--- src/design/load_switch_and_fan_controller_defines.svh ---
// ----------------------------------------------------------------------------
// load switch and fan controller: assertion macros
// shared concurrent checks, clocked on clk and quiet while in reset
// ----------------------------------------------------------------------------
`ifndef LOAD_SWITCH_AND_FAN_CONTROLLER_DEFINES_SVH
`define LOAD_SWITCH_AND_FAN_CONTROLLER_DEFINES_SVH

// condition holds in the same cycle
`define LSFC_ASSERT_SAME(label, cond, expr, msg) \
    label: assert property (@(posedge clk) disable iff (!rst_n) (cond) |-> (expr)) \
        else $error(msg);

// condition holds in the following cycle
`define LSFC_ASSERT_NEXT(label, cond, expr, msg) \
    label: assert property (@(posedge clk) disable iff (!rst_n) (cond) |=> (expr)) \
        else $error(msg);

`endif

--- src/design/lsfc_pkg.sv ---
`timescale 1ns / 1ps
// ----------------------------------------------------------------------------
// lsfc_pkg
// types, codes and helper functions of the load switch and fan controller
// ----------------------------------------------------------------------------
package lsfc_pkg;

    localparam int SWITCH_COUNT_DEFAULT = 3;
    localparam int MASK_WIDTH           = 3;
    localparam int DUTY_WIDTH           = 7;
    localparam int PWM_WIDTH            = 8;
    localparam int TICKS_WIDTH          = 16;

    localparam logic [TICKS_WIDTH-1:0] CYCLE_TICKS_RESET = 16'd3000;
    localparam logic [TICKS_WIDTH-1:0] ELAPSED_MAX       = 16'hFFFF;

    localparam logic [7:0] CMD_ON         = 8'd1;
    localparam logic [7:0] CMD_CYCLE      = 8'd2;
    localparam logic [7:0] FAN_MODE_CURVE = 8'd0;

    localparam logic [DUTY_WIDTH-1:0] DUTY_MAX     = 7'd100;
    localparam logic [DUTY_WIDTH-1:0] DUTY_LOW_KNEE = 7'd25;
    localparam logic [DUTY_WIDTH-1:0] DUTY_MID_KNEE = 7'd75;

    // 30.0, 40.0 and 50.0 degC in tenths
    localparam logic signed [15:0] TEMP_LOW  = 16'sd300;
    localparam logic signed [15:0] TEMP_MID  = 16'sd400;
    localparam logic signed [15:0] TEMP_HIGH = 16'sd500;

    // ceil(255 * 2^22 / 100), exact floor for every duty up to 100
    localparam logic [23:0] PWM_RECIP = 24'd10695476;

    typedef enum logic [2:0] {
        KIND_SET_DEVICE = 3'd0,
        KIND_SET_FAN    = 3'd1,
        KIND_TICK       = 3'd2,
        KIND_TEMP       = 3'd3,
        KIND_STATUS     = 3'd4
    } kind_t;

    typedef struct packed {
        logic       apply;
        kind_t      kind;
        logic [7:0] switch_index;
        logic [7:0] device_command;
    } switch_cmd_t;

    typedef struct packed {
        logic [MASK_WIDTH-1:0] mask;
        logic                  device_invalid;
    } switch_status_t;

    typedef struct packed {
        logic                  ack_valid;
        logic                  ack_status;
        logic [MASK_WIDTH-1:0] switch_mask;
        logic [DUTY_WIDTH-1:0] fan_duty_percent;
        logic [PWM_WIDTH-1:0]  fan_pwm_level;
    } result_t;

    function automatic logic [DUTY_WIDTH-1:0] curve_duty(input logic signed [15:0] t);
        logic signed [16:0]    off_low;
        logic signed [16:0]    off_mid;
        logic [DUTY_WIDTH-1:0] d;
        off_low = 17'(t) - 17'(TEMP_LOW);
        off_mid = 17'(t) - 17'(TEMP_MID);
        if (t < TEMP_LOW)
            d = '0;
        else if (t < TEMP_MID)
            d = DUTY_LOW_KNEE + 7'(off_low[7:1]);
        else if (t < TEMP_HIGH)
            d = DUTY_MID_KNEE + 7'(off_mid[8:2]);
        else
            d = DUTY_MAX;
        return d;
    endfunction

    function automatic logic [PWM_WIDTH-1:0] pwm_level(input logic [DUTY_WIDTH-1:0] duty);
        logic [30:0] prod;
        prod = 31'(duty) * 31'(PWM_RECIP);
        return prod[29:22];
    endfunction

endpackage

--- src/design/load_switch_and_fan_controller.sv ---
`timescale 1ns / 1ps
// ----------------------------------------------------------------------------
// load_switch_and_fan_controller
// Takes one command, tick or temperature sample per clock while in_stall is
// low and returns one result per item, carrying the state after that item.
// The output side holds a result register and one skid entry, so one more
// input transfer is taken while a single result waits; in_stall rises
// only when both are occupied. The power cycle length is written through
// the cfg port, which is always ready and should only be written while no
// items are in flight.
// ----------------------------------------------------------------------------
module load_switch_and_fan_controller #(
    parameter int SWITCH_COUNT = lsfc_pkg::SWITCH_COUNT_DEFAULT
) (
    input  logic                                 clk,
    input  logic                                 rst_n,
    input  logic                                 cfg_valid,
    output logic                                 cfg_ready,
    input  logic [lsfc_pkg::TICKS_WIDTH-1:0]     power_cycle_ticks,
    input  logic                                 in_valid,
    output logic                                 in_stall,
    input  logic [2:0]                           kind,
    input  logic [7:0]                           switch_index,
    input  logic [7:0]                           device_command,
    input  logic [7:0]                           fan_mode,
    input  logic [7:0]                           manual_duty,
    input  logic signed [15:0]                   temperature_tenths,
    output logic                                 out_valid,
    input  logic                                 out_stall,
    output logic                                 ack_valid,
    output logic                                 ack_status,
    output logic [lsfc_pkg::MASK_WIDTH-1:0]      switch_mask,
    output logic [lsfc_pkg::DUTY_WIDTH-1:0]      fan_duty_percent,
    output logic [lsfc_pkg::PWM_WIDTH-1:0]       fan_pwm_level
);

`include "load_switch_and_fan_controller_defines.svh"

    logic [lsfc_pkg::TICKS_WIDTH-1:0] cycle_ticks_reg;
    logic                             auto_reg;
    logic                             auto_next;
    logic [lsfc_pkg::DUTY_WIDTH-1:0]  manual_reg;
    logic [lsfc_pkg::DUTY_WIDTH-1:0]  manual_next;
    logic [lsfc_pkg::DUTY_WIDTH-1:0]  duty_reg;
    logic [lsfc_pkg::DUTY_WIDTH-1:0]  duty_next;
    logic                             out_valid_reg;
    logic                             skid_valid_reg;
    lsfc_pkg::result_t                out_reg;
    lsfc_pkg::result_t                skid_reg;
    lsfc_pkg::result_t                result_next;
    lsfc_pkg::kind_t                  kind_in;
    lsfc_pkg::switch_cmd_t            sw_cmd;
    lsfc_pkg::switch_status_t         sw_status;
    logic                             accept;
    logic                             out_take;

    assign cfg_ready = 1'b1;
    assign in_stall  = skid_valid_reg;
    assign accept    = in_valid && !skid_valid_reg;
    assign out_take  = out_valid_reg && !out_stall;
    assign kind_in   = lsfc_pkg::kind_t'(kind);

    always_ff @(posedge clk or negedge rst_n)
    begin
        if (!rst_n)
            cycle_ticks_reg <= lsfc_pkg::CYCLE_TICKS_RESET;
        else if (cfg_valid && cfg_ready)
            cycle_ticks_reg <= power_cycle_ticks;
    end

    assign sw_cmd.apply          = accept;
    assign sw_cmd.kind           = kind_in;
    assign sw_cmd.switch_index   = switch_index;
    assign sw_cmd.device_command = device_command;

    lsfc_switch_bank #(
        .SWITCH_COUNT (SWITCH_COUNT)
    ) u_switch_bank (
        .clk         (clk),
        .rst_n       (rst_n),
        .cmd         (sw_cmd),
        .cycle_ticks (cycle_ticks_reg),
        .status      (sw_status)
    );

    // fan mode, stored manual duty and current duty
    always_comb
    begin
        auto_next   = auto_reg;
        manual_next = manual_reg;
        duty_next   = duty_reg;
        if (accept)
        begin
            case (kind_in)
                lsfc_pkg::KIND_SET_FAN:
                begin
                    if (fan_mode == lsfc_pkg::FAN_MODE_CURVE)
                        auto_next = 1'b1;
                    else
                    begin
                        auto_next   = 1'b0;
                        manual_next = (manual_duty > 8'(lsfc_pkg::DUTY_MAX))
                                      ? lsfc_pkg::DUTY_MAX : manual_duty[6:0];
                    end
                end
                lsfc_pkg::KIND_TEMP:
                    duty_next = auto_reg ? lsfc_pkg::curve_duty(temperature_tenths)
                                         : manual_reg;
                default:
                begin
                end
            endcase
        end
    end

    always_ff @(posedge clk or negedge rst_n)
    begin
        if (!rst_n)
        begin
            auto_reg   <= 1'b1;
            manual_reg <= '0;
            duty_reg   <= '0;
        end
        else
        begin
            auto_reg   <= auto_next;
            manual_reg <= manual_next;
            duty_reg   <= duty_next;
        end
    end

    always_comb
    begin
        result_next.ack_valid        = 1'b0;
        result_next.ack_status       = 1'b0;
        result_next.switch_mask      = sw_status.mask;
        result_next.fan_duty_percent = duty_next;
        result_next.fan_pwm_level    = lsfc_pkg::pwm_level(duty_next);
        case (kind_in)
            lsfc_pkg::KIND_SET_DEVICE:
            begin
                result_next.ack_valid  = 1'b1;
                result_next.ack_status = sw_status.device_invalid;
            end
            lsfc_pkg::KIND_SET_FAN,
            lsfc_pkg::KIND_STATUS:
                result_next.ack_valid = 1'b1;
            default:
            begin
            end
        endcase
    end

    // result register with one skid entry
    always_ff @(posedge clk or negedge rst_n)
    begin
        if (!rst_n)
        begin
            out_valid_reg  <= 1'b0;
            skid_valid_reg <= 1'b0;
        end
        else if (skid_valid_reg)
        begin
            if (out_take)
                skid_valid_reg <= 1'b0;
        end
        else if (accept)
        begin
            if (out_valid_reg && !out_take)
                skid_valid_reg <= 1'b1;
            else
                out_valid_reg <= 1'b1;
        end
        else if (out_take)
            out_valid_reg <= 1'b0;
    end

    always_ff @(posedge clk)
    begin
        if (skid_valid_reg)
        begin
            if (out_take)
                out_reg <= skid_reg;
        end
        else if (accept)
        begin
            if (out_valid_reg && !out_take)
                skid_reg <= result_next;
            else
                out_reg <= result_next;
        end
    end

    assign out_valid        = out_valid_reg;
    assign ack_valid        = out_reg.ack_valid;
    assign ack_status       = out_reg.ack_status;
    assign switch_mask      = out_reg.switch_mask;
    assign fan_duty_percent = out_reg.fan_duty_percent;
    assign fan_pwm_level    = out_reg.fan_pwm_level;

    `LSFC_ASSERT_SAME(a_skid_needs_out, skid_valid_reg, out_valid_reg, "skid entry without result")
    `LSFC_ASSERT_NEXT(a_accept_gives_out, accept, out_valid_reg, "transfer in gave no result")
    `LSFC_ASSERT_SAME(a_duty_in_range, 1'b1, duty_reg <= lsfc_pkg::DUTY_MAX, "fan duty above max")
    `LSFC_ASSERT_NEXT(a_held_result_stays, out_valid_reg && out_stall, out_valid_reg, "held result lost")

endmodule

--- src/design/lsfc_switch_bank.sv ---
`timescale 1ns / 1ps
// ----------------------------------------------------------------------------
// lsfc_switch_bank
// switch states and power cycle counters, updated once per transfer
// ----------------------------------------------------------------------------
module lsfc_switch_bank #(
    parameter int SWITCH_COUNT = lsfc_pkg::SWITCH_COUNT_DEFAULT
) (
    input  logic                                clk,
    input  logic                                rst_n,
    input  lsfc_pkg::switch_cmd_t               cmd,
    input  logic [lsfc_pkg::TICKS_WIDTH-1:0]    cycle_ticks,
    output lsfc_pkg::switch_status_t            status
);

    logic [SWITCH_COUNT-1:0] on_next;
    logic                    id_valid;

    assign id_valid = (cmd.switch_index < 8'(SWITCH_COUNT));

    for (genvar g = 0; g < SWITCH_COUNT; g++) begin : g_switch
        logic                             on_reg;
        logic                             on_nx;
        logic                             active_reg;
        logic                             active_next;
        logic [lsfc_pkg::TICKS_WIDTH-1:0] elapsed_reg;
        logic [lsfc_pkg::TICKS_WIDTH-1:0] elapsed_next;
        logic [lsfc_pkg::TICKS_WIDTH-1:0] bumped;

        always_comb
        begin
            bumped       = (elapsed_reg == lsfc_pkg::ELAPSED_MAX) ? elapsed_reg
                                                                  : elapsed_reg + 16'd1;
            on_nx        = on_reg;
            active_next  = active_reg;
            elapsed_next = elapsed_reg;
            if (cmd.apply)
            begin
                case (cmd.kind)
                    lsfc_pkg::KIND_SET_DEVICE:
                    begin
                        if (id_valid && (cmd.switch_index == 8'(g)))
                        begin
                            if (cmd.device_command == lsfc_pkg::CMD_CYCLE)
                            begin
                                on_nx        = 1'b0;
                                active_next  = 1'b1;
                                elapsed_next = '0;
                            end
                            else
                            begin
                                on_nx       = (cmd.device_command == lsfc_pkg::CMD_ON);
                                active_next = 1'b0;
                            end
                        end
                    end
                    lsfc_pkg::KIND_TICK:
                    begin
                        if (active_reg)
                        begin
                            elapsed_next = bumped;
                            if (bumped >= cycle_ticks)
                            begin
                                on_nx       = 1'b1;
                                active_next = 1'b0;
                            end
                        end
                    end
                    default:
                    begin
                    end
                endcase
            end
        end

        always_ff @(posedge clk or negedge rst_n)
        begin
            if (!rst_n)
            begin
                on_reg      <= 1'b0;
                active_reg  <= 1'b0;
                elapsed_reg <= '0;
            end
            else
            begin
                on_reg      <= on_nx;
                active_reg  <= active_next;
                elapsed_reg <= elapsed_next;
            end
        end

        assign on_next[g] = on_nx;
    end

    // only the low switches are visible in the mask
    for (genvar k = 0; k < lsfc_pkg::MASK_WIDTH; k++) begin : g_mask
        if (k < SWITCH_COUNT) begin : g_used
            assign status.mask[k] = on_next[k];
        end
        else begin : g_unused
            assign status.mask[k] = 1'b0;
        end
    end

    assign status.device_invalid = !id_valid;

endmodule

--- config.mk ---
export PLATFORM = sky130hd
export DESIGN_NAME = load_switch_and_fan_controller
export DESIGN_NICKNAME = d
export VERILOG_FILES = /design/src/design/lsfc_pkg.sv /design/src/design/load_switch_and_fan_controller.sv /design/src/design/lsfc_switch_bank.sv
export VERILOG_INCLUDE_DIRS = /design/src /design/src/design
export SDC_FILE = /design/constraint.sdc
export NUM_CORES = 1
export LEC_CHECK = 0
export ABC_CLOCK_PERIOD_IN_PS = 9700
export BUFFER_PORTS_ARGS = -buffer_cell sky130_fd_sc_hd__buf_4
export CAP_MARGIN = 0
export CORE_MARGIN = 2
export CORE_UTILIZATION = 40
export CTS_BUF_LIST = sky130_fd_sc_hd__clkbuf_16
export DETAILED_ROUTE_END_ITERATION = 10
export PLACE_DENSITY = 0.58
export SYNTH_ARGS = -nofsm -noshare
export SYNTH_HDL_FRONTEND = slang
export SYNTH_HIERARCHICAL = 1
export SYNTH_SLANG_ARGS = --single-unit
--- constraint.sdc ---
create_clock -name clk -period 9.7 [get_ports clk]
set_input_delay 2.91 -clock clk [delete_from_list [all_inputs] [get_ports clk]]
set_output_delay 2.91 -clock clk [all_outputs]
set_load 0.02 [all_outputs]
==> results of run 1 <==
## per-stage QoR
stage,power (uW),instance area [sq um],worst slack [ns]
finish,3160,11900,0.690
detailed placement,2510,11300,0.251
floorplan,2000,10300,0.767
global placement,2500,11300,0.277
CTS,3180,11900,0.657
global route,3470,11900,0.0544
## layout make-up
type | count | share of cell area [%]
Inverter | 85 | 2.68
Multi-Input combinational cell | 839 | 53.7
Tap cell | 330 | 3.47
Timing Repair Buffer | 106 | 6.69
Sequential cell | 127 | 28.5
Clock buffer | 17 | 3.57
Clock inverter | 15 | 1.43
## synthesized netlist by cell type (8+ instances only)
cell type | n | area, sq um
edfxtp_1 | 40 | 1200
mux2_2 | 36 | 405
clkbuf_1 | 16 | 60.1
nand2_1 | 82 | 308
nand4_1 | 17 | 106
a21oi_1 | 75 | 375
nor3_1 | 17 | 85.1
ha_1 | 120 | 1500
nand2b_1 | 14 | 87.6
a22o_1 | 14 | 123
o21ai_0 | 65 | 325
and2_1 | 8 | 50.1
a21o_1 | 17 | 128
o31ai_1 | 10 | 75.1
and3_1 | 14 | 87.6
nor2b_1 | 9 | 56.3
inv_1 | 85 | 319
nor4_1 | 11 | 68.8
o21a_1 | 8 | 60.1
a31oi_1 | 32 | 200
nand3_1 | 36 | 180
fa_1 | 12 | 240
xnor2_1 | 33 | 289
dfstp_2 | 8 | 210
nor2_1 | 46 | 173
buf_2 | 10 | 50.1
xor2_1 | 16 | 140
dfrtp_1 | 79 | 1980
## path summary, 6_finish.rpt
| check | endpoint | from |
|---|---|---|
| worst min register to register | manual_reg[6]$_DFFE_PN0P_ | manual_reg[6]$_DFFE_PN0P_ |
| max in group asynchronous | manual_reg[2]$_DFFE_PN0P_ | rst_n |
| worst max register to register | fan_pwm_level[5]$_DFFE_PP_ | in_stall$_DFF_PN0_ |
| worst max-delay path | fan_pwm_level[5]$_DFFE_PP_ | temperature_tenths[2] |
| min in group asynchronous | cycle_ticks_reg[1]$_DFFE_PN0P_ | rst_n |
| worst min-delay path | manual_reg[6]$_DFFE_PN0P_ | manual_reg[6]$_DFFE_PN0P_ |
## critical path, delay by kind of cell
family / cells / cell delay (ns)
adder cells (fa/ha/maj): 6 / 2.20
AO/OA/AOI/OAI: 12 / 3.42
AND/OR/NAND/NOR: 2 / 0.27
buffers and inverters: 4 / 0.38
## timing repair
item | in CTS | in global routing
setup buffers | 0 | 0
endpoints found under the setup margin | 0 | 1
resized for setup | 0 | 1
## logic make-up (layout without fill, tap and decap cells)
kind of cell	Yosys count	in the layout	share of synthesized area [%]
adders and majority gates	132	132	16.9
buffers and inverters	121	223	4.95
xor gates and xnor gates	50	50	4.33
other	1	1	0.0365
and+or+nand+nor	305	305	15.9
DFF	127	127	32.9
muxes	44	44	4.83
AOI/OAI and AO/OA	307	307	20.0
## power by group
group          switching [uW]  internal (uW)
combinational            1020            699
clock                     250            403
sequential               63.4            720
total                    1340           1820
## per-layer routing
layer,GRT usage (%),part of all wire [%]
met5,0,0
met3,2.58,5.0
met4,5.98,1.8
met2,33.7,47
met1,28.2,46
==> run_results.csv, run 1 <==
group,metric,value,unit
status,status,"finished clean",
cts,clkLatencyLatePin,0.42,ns
floorplan,die-area,0.0270,sq mm
drt,drtIter0Drc,551,
global_routing,grt_pass1_vias,8232,
synthesis,syn_area,0.0103,sq mm
timing,grt_setup_unrepaired,"no",
floorplan,ios,95,
final_layout,largest_reg_flops,48,
final_layout,layout_common_cells,"120 x ha_1, 106 x buf_4, 86 x inv_1",
final_layout,final_core_util,47.3,%
hold_path,whs_path_depth,2,
placed_design,place_hpwl,20700,microns
synthesis,synth_warnings,6,
timing,fin_skew,0.0130,ns
cts,cts.sinks,127,
floorplan,die_x,164,microns
cts,cts_tree,"built",
final_layout,multi_input_comb_area,0.00639,sq mm
final_layout,diodes,0,
flow_run,drv_cap,0,
drt,avgRoutedWirePerCell,17.5,microns
placed_design,place_congestion,0.862,
cts,clock_path_buffers,2,
placed_design,dp_cells,1487,
synthesis,ys_types,96,
cts,clk_pin_slew,0.06,ns
timing,slew_viol_final,0,
synthesis,synth_async_sr_flop_share,68.5,%
power_and_ir_drop,power.leakage,0.00543,uW
drt,antenna_left,0,
setup_path,cpMaxStageDelayCell,"fa_1",
drt,viasPerCell,5.66,
setup_path,crit_top_cell,"ha_1",
synthesis,synthFlopType,"dfrtp_1",
setup_path,reg2reg_depth,23,
timing,min_period,9.01,ns
final_layout,final_cells,1519,
drt,routed_wl,26600,microns
timing,setup-violations-final,0,
final_layout,final_common_cell,"ha_1",
setup_path,setup.worst_path.end_class,"flip-flop",
placed_design,portBuffers,92,
global_routing,antenna_found_initial,0,
setup_path,cpPeakStageDelay,0.52,ns
synthesis,ys_ff_latch,127,
setup_path,crit_fanout,6,
power_and_ir_drop,powerDensity,265,mW/mm^2
setup_path,startpoint_type,"input port",
setup_path,cp_cell_sequence,"buf_4 > ha_1 > a21o_1 > a2111oi_1 > o21ai_1 > a311oi_1 > nor3_1 > o31ai_1 > inv_1 > ha_1 > inv_1 > fa_1 > fa_1 > inv_1 > ha_1 > ha_1 > a2111oi_0 > o21ai_1 > a22oi_2 > o21bai_1 > a2111oi_0 > nor2_1 > a2111oi_2 > o31ai_1",
setup_path,critPathKind,"input port to flip-flop",
timing,fmax,111,MHz
cts,ctsHoldBuffers,0,
synthesis,synth_nets,1291,
timing,relSlewSlack,30.4,%
setup_path,arrival,9.17,ns
cts,cts-htree-levels,4,
timing,setup_tns,0,ns
floorplan,chipHeight,164,microns
floorplan,rows,58,
final_layout,area_growth,15.7,%
global_routing,grt_max_degree,47,
global_routing,grt.overflow.total,0,
hold_path,hold_path_class,"flip-flop to flip-flop",
global_routing,track_usage,20.5,%
synthesis,yosysSeqAreaShare,32.9,%
global_routing,grt_pass1_wl,43100,microns
final_layout,drive_gt1_share,18.5,%
power_and_ir_drop,ir_drop,0.000220,V
synthesis,synthCells,1087,
final_layout,fin_nets,1380,
setup_path,critPathRequiredTime,9.86,ns
timing,final_hold_viol_count,0,
drt,post-route-drc-count,0,
cts,root_buffer,"clkbuf_16",
floorplan,start_util,40.8,%
drt,dr_total_vias,8602,
timing,tightest_slew,1.04,ns
cts,cts_buffers,17,
synthesis,synth-edff-count,40,
final_layout,seq_area,0.00339,sq mm
drt,dr.pass1.iters,5,
setup_path,timing.reg2reg.setup_slack,3.61,ns
timing,holdWs,0.482,ns
floorplan,core_region_area,0.0252,sq mm
synthesis,syn_area_per_cell,9.46,sq um
final_layout,fillers,2418,
timing,period_share,92.9,%
Note: power is estimated with default switching activity, not from simulation.
==> inputs of run 2 (changes only) <==
--- a/config.mk
+++ b/config.mk
@@ -14,6 +14,7 @@
 export CTS_BUF_LIST = sky130_fd_sc_hd__clkbuf_16
 export DETAILED_ROUTE_END_ITERATION = 10
 export PLACE_DENSITY = 0.58
+export RECOVER_POWER = 100
 export SYNTH_ARGS = -nofsm -noshare
 export SYNTH_HDL_FRONTEND = slang
 export SYNTH_HIERARCHICAL = 1
==> constraint.sdc (replaced) <==
create_clock -name clk -period 9.7 [get_ports clk]
set_input_delay 2.91 -clock clk [delete_from_list [all_inputs] [get_ports clk]]
set_output_delay 2.91 -clock clk [all_outputs]
set_load 0.1 [all_outputs]
==> run 2 against run 1 <==
  * The run now ends with max-capacitance violations, max-slew violations left
  * Final cell count stayed put
  * Critical path type unchanged
  * Critical endpoint unchanged
  * Hold slack hardly changed
  * Combinational power is 12% higher
  * Routed wire length is 0.17% higher
  * Non-clock buffer count stayed put
  * Clock-buffer cell count stayed put
  * Clock power hardly changed
  * Largest power group unchanged
  * Final area is 1.5% lower
  * Sequential cell count stayed put
==> run_results.csv, run 2 (synthesis results as in run 1) <==
group,metric,value,unit
status,status,"finished, violations left",
status,violations,"max-capacitance violations, max-slew violations",
final_layout,layout_common_cells,"120 x ha_1, 86 x inv_1, 82 x nand2_1",
timing,setup_tns,0,ns
setup_path,arrival,9.17,ns
drt,post-route-drc-count,0,
setup_path,crit_fanout,6,
drt,antenna_left,0,
final_layout,seq_area,0.00339,sq mm
global_routing,grt_pass1_wl,43100,microns
final_layout,fillers,2460,
timing,period_share,92.9,%
global_routing,grt_pass1_vias,8232,
cts,clk_pin_slew,0.06,ns
placed_design,place_congestion,0.862,
timing,setup_slack,0.688,ns
floorplan,core_region_area,0.0252,sq mm
final_layout,final_cells,1519,
timing,fin_skew,0.0130,ns
drt,routed_wl,26600,microns
drt,viasPerCell,5.63,
setup_path,timing.reg2reg.setup_slack,3.28,ns
global_routing,grt_max_degree,47,
final_layout,largest_reg_flops,48,
power_and_ir_drop,powerDensity,287,mW/mm^2
cts,cts_tree,"built",
timing,slew_viol_final,90,
cts,clkLatencyLatePin,0.42,ns
timing,final_hold_viol_count,0,
floorplan,chipHeight,164,microns
timing,min_period,9.01,ns
cts,cts_buffers,17,
final_layout,final_core_util,46.5,%
setup_path,setup.worst_path.end_class,"flip-flop",
power_and_ir_drop,power.leakage,0.00529,uW
timing,fmax,111,MHz
setup_path,reg2reg_depth,23,
final_layout,area_growth,14.0,%
final_layout,drive_gt1_share,14.6,%
floorplan,start_util,40.8,%
setup_path,startpoint_type,"input port",
global_routing,track_usage,20.5,%
setup_path,critPathRequiredTime,9.86,ns
power_and_ir_drop,ir_drop,0.000220,V
final_layout,fin_nets,1380,
drt,avgRoutedWirePerCell,17.5,microns
floorplan,die-area,0.0270,sq mm
cts,cts_setup_buffers,0,
placed_design,place_hpwl,20700,microns
cts,root_buffer,"clkbuf_16",
timing,tightest_slew,2.52,ns
setup_path,setup.worst_path.end,"fan_pwm_level[5]$_DFFE_PP_",
final_layout,diodes,0,
global_routing,grt.overflow.total,0,
timing,grt_setup_unrepaired,"no",
timing,setup-violations-final,0,
floorplan,ios,95,
setup_path,critPathLaunch,"temperature_tenths[2]",
timing,relSlewSlack,-68.1,%
floorplan,rows,58,
final_layout,multi_input_comb_area,0.00634,sq mm
cts,cts-htree-levels,4,
placed_design,dp_cells,1487,
drt,dr_total_vias,8555,
global_routing,antenna_found_initial,0,
drt,drtIter0Drc,603,
setup_path,critPathKind,"input port to flip-flop",
final_layout,final_common_cell,"ha_1",
flow_run,drv_cap,2,
cts,cts.sinks,127,
hold_path,hold_start,"manual_reg[6]$_DFFE_PN0P_",
setup_path,r2r-end,"fan_pwm_level[5]$_DFFE_PP_",
cts,clock_path_buffers,2,
placed_design,portBuffers,92,
drt,dr.pass1.iters,5,
setup_path,reg2reg_from,"in_stall$_DFF_PN0_",
floorplan,die_x,164,microns
placed_design,pre_cts_ws,0.251,ns
hold_path,hold_path_class,"flip-flop to flip-flop",
## run 2: per-stage QoR
| step | power (uW) | cell area (sq um) | hold slack, ns |
|---|---|---|---|
| 2_1_floorplan | 2270 | 10300 | 0.442 |
| 3_3_place_gp | 2770 | 11300 | 0.459 |
| 3_5_place_dp | 2780 | 11300 | 0.479 |
| 4_1_cts | 3450 | 11900 | 0.492 |
| 5_1_grt | 3670 | 11700 | 0.517 |
| 6_report | 3360 | 11700 | 0.482 |
## run 2: layout make-up
type / count / area share [%]
tap: 330 / 3.52
inverter: 85 / 2.72
timing repair buffer: 106 / 5.64
multi-input combinational: 839 / 54.1
clock inverter: 15 / 1.45
sequential: 127 / 28.9
clock buffer: 17 / 3.63
## run 2: layer usage
| layer | vias up | routed length [microns] | GRT usage, % |
|---|---|---|---|
| met5 | - | 0 | 0 |
| met4 | 0 | 578 | 5.98 |
| met3 | 34 | 1130 | 2.58 |
| met2 | 189 | 12500 | 33.7 |
| met1 | 4106 | 12400 | 28.2 |
| li1 | 4226 | - | - |
## run 2: how the worst min path moves through the flow
stage	end	cells after the start
after CTS	manual_reg[6]$_DFFE_PN0P_	2
after global placement	manual_reg[6]$_DFFE_PN0P_	2
after global routing	manual_reg[5]$_DFFE_PN0P_	2
after floorplan	manual_reg[5]$_DFFE_PN0P_	2
final	manual_reg[6]$_DFFE_PN0P_	2
after detailed placement	manual_reg[6]$_DFFE_PN0P_	2
## run 2: what timing repair did
| action | 4_1_cts | 5_1_grt |
|---|---|---|
| setup endpoints to repair | 0 | 1 |
| hold buffers | 0 | 0 |
| resized for setup | 0 | 1 |
## run 2: power breakdown
| group | total, uW | leakage (uW) | switching (uW) | internal (uW) |
|---|---|---|---|---|
| registers | 784 | 0.00151 | 63.3 | 721 |
| logic | 1920 | 0.00348 | 1280 | 641 |
| clock network | 652 | 0.000297 | 249 | 403 |
## run 2: critical path, cell delays in order
cell,delay [ns]
buf_4,0.14
ha_1,0.29
a21o_1,0.28
a2111oi_0,0.33
o21ai_0,0.16
a311oi_1,0.44
nor3_1,0.10
o31ai_1,0.32
inv_1,0.10
ha_1,0.29
inv_1,0.08
fa_1,0.45
fa_1,0.52
inv_1,0.06
ha_1,0.29
ha_1,0.36
a2111oi_0,0.39
o21ai_0,0.17
a22oi_2,0.23
o21bai_1,0.08
a2111oi_0,0.44
nor2_1,0.16
a2111oi_2,0.46
o31ai_1,0.10
==> inputs of run 3 (changes only) <==
--- a/config.mk
+++ b/config.mk
@@ -11,7 +11,7 @@
 export CAP_MARGIN = 0
 export CORE_MARGIN = 2
 export CORE_UTILIZATION = 40
-export CTS_BUF_LIST = sky130_fd_sc_hd__clkbuf_16
+export CTS_BUF_LIST = sky130_fd_sc_hd__clkbuf_4
 export DETAILED_ROUTE_END_ITERATION = 10
 export PLACE_DENSITY = 0.58
 export RECOVER_POWER = 100
==> run 3 against run 2 <==
  * The run still ends with max-capacitance violations, max-slew violations left
  * Critical path depth grew 3
  * Die area unchanged
  * Non-clock buffer count stayed put
  * Critical path type unchanged
  * Critical endpoint unchanged
==> run_results.csv, run 3 (synthesis results as in run 1) <==
group,metric,value,unit
status,status,"finished, violations left",
status,violations,"max-capacitance violations, max-slew violations",
hold_path,hold_start,"manual_reg[6]$_DFFE_PN0P_",
setup_path,reg2reg_depth,22,
setup_path,startpoint_type,"input port",
global_routing,grt_max_degree,47,
setup_path,crit_fanout,9,
power_and_ir_drop,clkPwrFrac,12.9,%
drt,dr_total_vias,8548,
global_routing,grt.overflow.total,0,
cts,cts.sinks,127,
final_layout,largest_reg_flops,48,
global_routing,grt_pass1_vias,8165,
setup_path,reg2reg_from,"in_stall$_DFF_PN0_",
final_layout,drive_gt1_share,14.9,%
timing,setup_tns,0,ns
cts,clk_pin_slew,0.12,ns
power_and_ir_drop,switchingPower,1570,uW
setup_path,critPathLaunch,"temperature_tenths[5]",
drt,drtIter0Drc,640,
timing,tightest_slew,2.47,ns
power_and_ir_drop,seq_power_share,25.2,%
drt,post-route-drc-count,0,
drt,avgRoutedWirePerCell,17.4,microns
timing,grt_setup_unrepaired,"no",
power_and_ir_drop,p_total,3100,uW
timing,setup-violations-final,0,
setup_path,arrival,9.25,ns
floorplan,die-area,0.0270,sq mm
floorplan,start_util,40.8,%
floorplan,core_region_area,0.0252,sq mm
final_layout,layout_common_cells,"120 x ha_1, 85 x inv_1, 82 x nand2_1",
cts,clock_path_buffers,2,
timing,fmax,112,MHz
timing,relSlewSlack,-64.9,%
power_and_ir_drop,power.leakage,0.00516,uW
setup_path,setup.worst_path.end,"fan_pwm_level[5]$_DFFE_PP_",
power_and_ir_drop,netSwitchingFraction,50.6,%
final_layout,final_area,0.0114,sq mm
power_and_ir_drop,intPower,1530,uW
timing,holdWs,0.494,ns
cts,root_buffer,"clkbuf_4",
drt,viasPerCell,5.62,
timing,fin_skew,0.0220,ns
timing,period_share,92.1,%
placed_design,place_hpwl,20700,microns
cts,cts_tree,"built",
global_routing,antenna_found_initial,1,
placed_design,place_congestion,0.862,
setup_path,timing.reg2reg.setup_slack,3.32,ns
final_layout,final_common_cell,"ha_1",
final_layout,fillers,2490,
floorplan,ios,95,
setup_path,r2r-end,"fan_pwm_level[5]$_DFFE_PP_",
cts,cts_setup_buffers,0,
floorplan,rows,58,
cts,clkLatencyLatePin,0.58,ns
timing,final_hold_viol_count,0,
final_layout,area_growth,11.2,%
placed_design,place_area,0.0113,sq mm
global_routing,track_usage,20.5,%
drt,routed_wl,26500,microns
floorplan,chipHeight,164,microns
timing,slew_viol_final,90,
cts,ctsHoldBuffers,0,
final_layout,final_core_util,45.4,%
cts,cts-htree-levels,4,
cts,cts_resized,0,
floorplan,die_x,164,microns
setup_path,critPathRequiredTime,10.02,ns
placed_design,portBuffers,92,
flow_run,drv_cap,2,
global_routing,grt_pass1_wl,43000,microns
timing,min_period,8.93,ns
cts,cts_buffers,17,
drt,antenna_left,0,
setup_path,critPathKind,"input port to flip-flop",
setup_path,setup.worst_path.end_class,"flip-flop",
final_layout,fin_nets,1380,
hold_path,hold_path_class,"flip-flop to flip-flop",
power_and_ir_drop,powerDensity,271,mW/mm^2
power_and_ir_drop,ir_drop,0.000219,V
power_and_ir_drop,combPwrFrac,61.9,%
drt,dr.pass1.iters,5,
==> run 3: final cells by class <==
class / count / area (sq um) / share of cell area, %
Multi-Input combinational cell: 839 / 6350 / 55.5
Sequential cell: 127 / 3390 / 29.6
Timing Repair Buffer: 106 / 661 / 5.78
Tap cell: 330 / 413 / 3.61
Inverter: 85 / 319 / 2.79
Clock inverter: 14 / 166 / 1.46
Clock buffer: 18 / 135 / 1.18
Antenna cell: 1 / 2.50 / 0.0219
==> run 3: worst min path at each step <==
stage                           endpoint  cells past startpoint
6_report       manual_reg[6]$_DFFE_PN0P_                      2
5_1_grt        manual_reg[5]$_DFFE_PN0P_                      2
4_1_cts        manual_reg[6]$_DFFE_PN0P_                      2
3_5_place_dp   manual_reg[6]$_DFFE_PN0P_                      2
3_3_place_gp   manual_reg[6]$_DFFE_PN0P_                      2
2_1_floorplan  manual_reg[5]$_DFFE_PN0P_                      2
==> run 3: per-layer routing <==
metal  global-route usage [%]  vias to the layer above  share of wire (%)
li1                         -                     4232                  -
met1                     28.2                     4078                 46
met2                     33.9                      211                 48
met3                     3.33                       27                5.2
met4                     4.23                        0                1.3
met5                        0                        -                  0
==> run 3: per-stage QoR <==
step / std cells / setup slack (ns)
2_1_floorplan: 1087 / 0.767
3_3_place_gp: 1487 / 0.277
3_5_place_dp: 1487 / 0.251
4_1_cts: 1519 / 0.834
5_1_grt: 1520 / 0.0873
6_report: 1520 / 0.765
==> run 3: critical path: stages <==
cell	delay, ns
buf_4	0.15
inv_1	0.12
ha_1	0.22
nor2b_1	0.28
buf_4	0.19
a21oi_1	0.06
o22ai_1	0.22
xnor2_1	0.14
o21ai_0	0.08
o21ai_0	0.60
clkbuf_1	0.32
inv_1	0.08
ha_1	0.22
ha_1	0.29
inv_1	0.05
fa_1	0.54
inv_1	0.06
ha_1	0.29
ha_1	0.36
a2111oi_0	0.41
o21ai_1	0.14
a22oi_2	0.26
o21bai_1	0.09
a2111oi_0	0.44
nor2_1	0.16
a2111oi_2	0.46
o31ai_1	0.10
==> run 3: power groups by stage <==
stage | registers (uW) | logic, uW | clock network, uW
2_1_floorplan | 1100 | 1170 | 0
3_3_place_gp | 791 | 1970 | 0
3_5_place_dp | 794 | 1990 | 0
4_1_cts | 782 | 2000 | 414
5_1_grt | 794 | 2180 | 434
6_report | 782 | 1920 | 400
